==> src/hdl/spq_pkg.sv <==
// Shared types and command codes for the sorted priority queue.
package spq_pkg;

    // Command codes carried in the low bits of the input beat.
    localparam logic [1:0] CMD_PEEK = 2'd0;
    localparam logic [1:0] CMD_PUSH = 2'd1;
    localparam logic [1:0] CMD_POP  = 2'd2;

    // Widths of the packed stream beats, padded to whole bytes.
    localparam int IN_W  = 56;
    localparam int OUT_W = 56;

    // One stored entry: data handle and signed priority.
    typedef struct packed {
        logic        [31:0] data;
        logic signed [15:0] prio;
    } entry_t;

    // Operation broadcast to every cell of the chain.
    typedef struct packed {
        logic   push;
        logic   pop;
        entry_t new_entry;
    } cell_ctrl_t;

endpackage

==> src/hdl/spq_cell.sv <==
// One slot of the sorted chain: holds an entry and shifts it left or right.
module spq_cell (
    input  logic                aclk,
    input  spq_pkg::cell_ctrl_t ctrl,
    input  logic                occupied,
    input  logic                left_less,
    input  spq_pkg::entry_t     left_entry,
    input  spq_pkg::entry_t     right_entry,
    output logic                less,
    output spq_pkg::entry_t     entry_q,
    output spq_pkg::entry_t     entry_d
);

    spq_pkg::entry_t entry_reg;
    spq_pkg::entry_t entry_next;

    // A stored entry that sorts strictly before the new one stays in place on a push.
    assign less = occupied && (entry_reg.prio < ctrl.new_entry.prio);

    // Insertion takes the new entry at the first slot that is not less,
    // the slots behind it take their left neighbour; a pop shifts everything left.
    always_comb begin
        entry_next = entry_reg;
        if (ctrl.push) begin
            if (less) begin
                entry_next = entry_reg;
            end else if (left_less) begin
                entry_next = ctrl.new_entry;
            end else begin
                entry_next = left_entry;
            end
        end else if (ctrl.pop) begin
            entry_next = right_entry;
        end
    end

    // Entry storage carries no reset; only slots below the count are ever read.
    always_ff @(posedge aclk) begin
        entry_reg <= entry_next;
    end

    assign entry_q = entry_reg;
    assign entry_d = entry_next;

endmodule

==> src/hdl/sorted_priority_queue.sv <==
// Top level of the sorted priority queue built as a chain of slot cells.
// Every beat is processed in the cycle it is accepted; its result beat is
// valid on the next cycle, and the parallel compare and shift across all cells
// lets one beat be taken per cycle while the result register is free or drained.
// aresetn (synchronous, active low) empties the queue and drops any pending
// result beat; entry contents are not cleared.
module sorted_priority_queue #(
    parameter int CAPACITY = 16
) (
    input  logic                        aclk,
    input  logic                        aresetn,
    // s_tdata fields from bit 0: cmd[1:0], item_data[33:2], priority_req[49:34]
    input  logic                        s_tvalid,
    output logic                        s_tready,
    input  logic [spq_pkg::IN_W-1:0]    s_tdata,
    // m_tdata fields from bit 0: head_data[31:0], head_priority[47:32],
    // is_empty[48], is_full[49], rejected[50], occupancy[55:51]
    output logic                        m_tvalid,
    input  logic                        m_tready,
    output logic [spq_pkg::OUT_W-1:0]   m_tdata
);

    localparam int CNT_W = $clog2(CAPACITY + 1);

    logic [CNT_W-1:0]        count_reg;
    logic [CNT_W-1:0]        count_next;
    logic                    m_tvalid_reg;
    logic                    m_tvalid_next;
    logic [spq_pkg::OUT_W-1:0] m_tdata_reg;
    logic [spq_pkg::OUT_W-1:0] m_tdata_next;

    logic                    s_fire;
    logic [1:0]              cmd;
    logic                    full;
    logic                    empty;
    logic                    do_push;
    logic                    do_pop;
    logic                    rejected;
    spq_pkg::cell_ctrl_t     ctrl;

    logic [CAPACITY-1:0]     occupied;
    logic [CAPACITY-1:0]     less;
    spq_pkg::entry_t         entry_q [CAPACITY];
    spq_pkg::entry_t         entry_d [CAPACITY];

    spq_pkg::entry_t         head;
    logic [CNT_W+4:0]        occ_ext;

    // A new beat is taken whenever the output register is free or being drained.
    assign s_tready = !m_tvalid_reg || m_tready;
    assign s_fire   = s_tvalid && s_tready;
    assign cmd      = s_tdata[1:0];

    assign full  = (count_reg == CNT_W'(CAPACITY));
    assign empty = (count_reg == '0);

    // Decode the operation; a push when full and a pop when empty are ignored.
    always_comb begin
        do_push  = 1'b0;
        do_pop   = 1'b0;
        rejected = 1'b0;
        if (s_fire) begin
            unique case (cmd)
                spq_pkg::CMD_PUSH: begin
                    do_push  = !full;
                    rejected = full;
                end
                spq_pkg::CMD_POP: begin
                    do_pop   = !empty;
                    rejected = empty;
                end
                default: begin
                end
            endcase
        end
    end

    assign ctrl.push           = do_push;
    assign ctrl.pop            = do_pop;
    assign ctrl.new_entry.data = s_tdata[33:2];
    assign ctrl.new_entry.prio = s_tdata[49:34];

    // The chain of slots, head at index 0.
    for (genvar i = 0; i < CAPACITY; i++) begin : g_cell
        logic            left_less;
        spq_pkg::entry_t left_entry;
        spq_pkg::entry_t right_entry;

        assign occupied[i] = (count_reg > CNT_W'(i));

        if (i == 0) begin : g_first
            assign left_less  = 1'b1;
            assign left_entry = ctrl.new_entry;
        end else begin : g_inner
            assign left_less  = less[i-1];
            assign left_entry = entry_q[i-1];
        end

        if (i == CAPACITY - 1) begin : g_last
            assign right_entry = entry_q[i];
        end else begin : g_body
            assign right_entry = entry_q[i+1];
        end

        spq_cell u_cell (
            .aclk        (aclk),
            .ctrl        (ctrl),
            .occupied    (occupied[i]),
            .left_less   (left_less),
            .left_entry  (left_entry),
            .right_entry (right_entry),
            .less        (less[i]),
            .entry_q     (entry_q[i]),
            .entry_d     (entry_d[i])
        );
    end

    // Occupancy after the step.
    always_comb begin
        count_next = count_reg;
        if (do_push) begin
            count_next = count_reg + CNT_W'(1);
        end else if (do_pop) begin
            count_next = count_reg - CNT_W'(1);
        end
    end

    // Result beat describes the queue after the step.
    assign head    = entry_d[0];
    assign occ_ext = {5'd0, count_next};

    always_comb begin
        m_tdata_next  = m_tdata_reg;
        m_tvalid_next = m_tvalid_reg;
        if (s_fire) begin
            m_tvalid_next = 1'b1;
            m_tdata_next  = '0;
            if (count_next != '0) begin
                m_tdata_next[31:0]  = head.data;
                m_tdata_next[47:32] = head.prio;
            end
            m_tdata_next[48]    = (count_next == '0);
            m_tdata_next[49]    = (count_next == CNT_W'(CAPACITY));
            m_tdata_next[50]    = rejected;
            m_tdata_next[55:51] = occ_ext[4:0];
        end else if (m_tready) begin
            m_tvalid_next = 1'b0;
        end
    end

    // Count and output register.
    always_ff @(posedge aclk) begin
        if (!aresetn) begin
            count_reg    <= '0;
            m_tvalid_reg <= 1'b0;
        end else begin
            count_reg    <= count_next;
            m_tvalid_reg <= m_tvalid_next;
        end
        m_tdata_reg <= m_tdata_next;
    end

    assign m_tvalid = m_tvalid_reg;
    assign m_tdata  = m_tdata_reg;

`ifndef SYNTHESIS
    // The count never exceeds the number of slots.
    a_count_bound: assert property (@(posedge aclk) disable iff (!aresetn)
        count_reg <= CNT_W'(CAPACITY))
        else $error("entry count exceeds capacity");

    // An accepted push into a queue with room grows it by one.
    a_push_grows: assert property (@(posedge aclk) disable iff (!aresetn)
        (s_fire && cmd == spq_pkg::CMD_PUSH && !full)
        |=> (count_reg == $past(count_reg) + CNT_W'(1)))
        else $error("push did not add an entry");

    // The pending result always reports the current occupancy.
    a_occ_match: assert property (@(posedge aclk) disable iff (!aresetn)
        m_tvalid_reg |-> (m_tdata_reg[55:51] == occ_ext[4:0] || s_fire)
                      || (m_tdata_reg[55:51] == 5'(count_reg)))
        else $error("result occupancy disagrees with the count");

    // The two front slots stay in ascending priority order.
    a_head_sorted: assert property (@(posedge aclk) disable iff (!aresetn)
        (count_reg >= CNT_W'(2)) |-> (entry_q[0].prio <= entry_q[1].prio))
        else $error("head slots out of order");
`endif

endmodule
==> config.mk <==
export PLATFORM = sky130hd
export DESIGN_NAME = sorted_priority_queue
export DESIGN_NICKNAME = d
export VERILOG_FILES = /design/src/hdl/spq_pkg.sv /design/src/hdl/spq_cell.sv /design/src/hdl/sorted_priority_queue.sv
export SDC_FILE = /design/constraint.sdc
export NUM_CORES = 2
export LEC_CHECK = 0
export BUFFER_PORTS_ARGS = -buffer_cell sky130_fd_sc_hd__clkbuf_2
export CAP_MARGIN = 30
export CORE_ASPECT_RATIO = 1.25
export CORE_UTILIZATION = 40
export DETAILED_ROUTE_END_ITERATION = 8
export PLACE_DENSITY_LB_ADDON = 0.05
export SYNTH_ARGS = -nofsm -noshare
export SYNTH_HDL_FRONTEND = slang
export SYNTH_SLANG_ARGS = --single-unit
==> constraint.sdc <==
create_clock -name aclk -period 7.73 [get_ports aclk]
set_input_delay 0.773 -clock aclk [delete_from_list [all_inputs] [get_ports aclk]]
set_output_delay 0.773 -clock aclk [all_outputs]
set_load 0.02 [all_outputs]
==> impl_metrics.yaml <==
timing:
  finalWorstSetupSlack_ns: 3.07
  max_freq_mhz: 215
  whs_ns: 0.352
  drv_slew: 0
  worst_pin_slew_ns: 1.04
  rsz0062_at_grt: "false"
  relSlewSlack: 0.308
  fin_crit_ns: 4.66
  setup_viol: 0
  final-hold-violation-count: 0
  finalClockSkew_ns: 0.0266
  fin_setup_tns_ns: 0
  fin_crit_sh: 0.603
yosys:
  async_flop_share: 0
  synth-seq-area-share: 0.485
  synth.distinct_cells: 73
  synth_area_um2: 50300
  synthCells: 5332
  avgSynthCellArea_um2: 9.44
  synth_ff_type: "edfxtp_1"
  synth_fp_nets: 5640
  synth.area.top_cells: "edfxtp_1, a31oi_1, ha_1, nand3_1, o211ai_1"
  synth_top_area_share: 0.463
  synth-edff-count: 776
  yosysWarnings: 0
  ys_ff_latch: 830
  synth_largest_area_cell: "edfxtp_1"
power_and_ir_drop:
  p_per_area_nw_per_um2: 212
  p_sw_frac: 0.286
  p_leak_nw: 19.3
  irDropWorstVdd_mv: 0.172
  power_mw: 11.7
  combPwrFrac: 0.137
  p_switching_mw: 3.34
  seqPwrFrac: 0.469
  power.internal_mw: 8.35
  p_clk_frac: 0.394
final_layout:
  drive_gt1_frac: 0.0943
  fillers: 12300
  largest_reg_flops: 768
  mostFrequentLayoutCells: "edfxtp_1, nand3_1, a31oi_1, nor2_1, o21ai_0"
  nets: 5395
  fin_cells: 6783
  diodes: 0
  area_delta_synth_final_pct: 9.76
  final_common_cell: "edfxtp_1"
global_routing:
  grt_max_degree: 198
  grt_util_all_layers: 0.269
  grt_pass1_wl_mm: 267
  grt_pass1_vias: 44200
  grt_overflow_total: 0
  antenna_found_initial: 1
worst_setup_path:
  timing.critical_path.mode_cell: "buf_4"
  regToRegSetupSlack_ns: 3.21
  slowest_delay_ns: 0.86
  crit_arrival_ns: 5.11
  crit-reg2reg-launch: "count_reg[1]"
  cp.required_ns: 8.18
  crit_path_cell_trace: "clkbuf_2, inv_1, buf_4, ha_1, a21oi_1, o21ai_0, a221oi_1, a2bb2oi_4, buf_4, o21a_1, buf_4, o211ai_1"
  cp_num_buf_inv: 5
  cpLargestDelayFamily: "compound AO/OA/AOI/OAI gates"
  start_kind: "input port"
  reg2reg_depth: 7
  end_kind: "flip-flop"
  path_class: "input port to flip-flop"
  slowest_stage: "o21a_1"
  worstPathMaxFanout: 49
  rr_endpoint: "g_cell[8].u_cell.entry_q[30]"
floorplan:
  initial_core_util: 0.403
  num_rows: 145
  io-pin-count: 118
  die_w_um: 319
  fp.coreArea_um2: 125000
  dieArea_um2: 127000
  die-height_um: 399
run_status:
  status: "finished clean"
min_path:
  min_path_cells: 2
  hp-class: "input port to flip-flop"
  min-delay-start: "aresetn"
  whs_endpoint: "count_reg[1]"
route:
  ant_nets: 0
  met1_length_mm: 71.5
  wl_mm: 175
  drc_errors: 0
  wl_met2_mm: 92.2
  drtPass1Iterations: 5
  routed.top_layer: "met4"
  wl_met3_mm: 5.31
  viasPerCell: 6.32
  routedWlPerCell_um: 25.8
  drt_iter0_drc: 3508
  vias: 42900
cts:
  clk_latency_ns: 0.72
  cts_resized: 0
  clk_pin_slew_worst_paths_ns: 0.06
  cts_root_buf: "clkbuf_16"
  clk_path_buf_depth: 3
  htree_levels: 3
  post-cts-setup-buffer-count: 0
  cts_tree: "built"
  cts_buffers: 98
  cts.sinks: 830
  hold_buffers: 0
placement:
  pre_cts_ws_ns: 2.38
  port_buffers: 111
  gp_congestion: 0.837
  hpwl_mm: 118
  dp_cells: 6603
flow_run:
  maxCapViolations: 0
## cell usage after synthesis, drive strengths merged (8+ instances only)
library cell and n:
a211oi 22, a31oi 537, o2111ai 106, nor2 535, buf 65, a211o 9, or3 8, o21ai 480
and2 42, o21a 15, or3b 8, nand2 430, nor3b 8, a21oi 143, o31ai 8, nand2b 14
clkbuf 508, a21o 56, mux2i 51, edfxtp 776, a21bo 66, a22oi 48, dfxtp 54, nand3 539
ha 248, nand4 28, inv 26, nor2b 13, and3 38, nor3 33, o211ai 348
## worst max path at each step
| stage | start | end | slack (ns) | cells past startpoint |
|---|---|---|---|---|
| finish | s_tdata[45] | g_cell[5].u_cell.entry_q[25] | 3.07 | 12 |
| global route | s_tdata[45] | g_cell[5].u_cell.entry_q[36] | 2.83 | 12 |
| CTS | s_tdata[45] | g_cell[5].u_cell.entry_q[25] | 3.13 | 12 |
| detailed placement | s_tdata[45] | g_cell[5].u_cell.entry_q[36] | 2.38 | 12 |
| global placement | s_tdata[45] | g_cell[5].u_cell.entry_q[28] | 2.36 | 12 |
| floorplan | m_tready | g_cell[10].u_cell.entry_q[0] | 0.74 | 7 |
## cell families after synthesis
group                      Yosys count  share of synthesized area
and+or+nand+nor                   1719                      0.153
muxes                               51                     0.0101
buffers and inverters              601                     0.0459
xor gates and xnor gates             2                   0.000348
DFF                                830                      0.485
AOI/OAI and AO/OA                 1881                      0.244
adders and majority gates          248                     0.0617
## power by group through the flow
| stage | Sequential [mW] | Clock, mW | Combinational [mW] |
|---|---|---|---|
| after global routing | 5.52 | 4.85 | 1.78 |
| after detailed placement | 5.58 | 0 | 1.60 |
| final | 5.49 | 4.61 | 1.60 |
| after floorplan | 5.54 | 0 | 1.05 |
| after CTS | 5.49 | 4.70 | 1.60 |
| after global placement | 5.58 | 0 | 1.57 |
## metrics by stage
stage	cell area (µm²)	util
6_report	55200	0.442
5_1_grt	55200	0.442
3_5_place_dp	52100	0.418
2_1_floorplan	50300	-
3_3_place_gp	52000	0.417
4_1_cts	55200	0.442
## metal layers
metal,vias to the layer above,GRT usage
met3,327,0.0232
met4,0,0.105
met1,21500,0.323
met2,960,0.493
li1,20100,-
met5,-,0
## worst reg2reg max path, stage by stage (launching register included)
cell      delay (ns)
dfxtp_1         0.74
inv_1           0.19
ha_1            0.28
or3b_1          0.38
o2111a_4        0.61
buf_12          0.68
buf_4           1.12
a31oi_1         0.23
## layout make-up
cell class | instances | area, µm² | share of cell area
tap | 1617 | 2020 | 0.0366
clock buffer | 132 | 2710 | 0.0490
sequential | 830 | 24400 | 0.442
clock inverter | 47 | 350 | 0.00634
timing repair buffer | 228 | 1620 | 0.0294
multi-input combinational | 3901 | 24000 | 0.435
inverter | 28 | 105 | 0.00190
(Power assumes the default switching activity.)
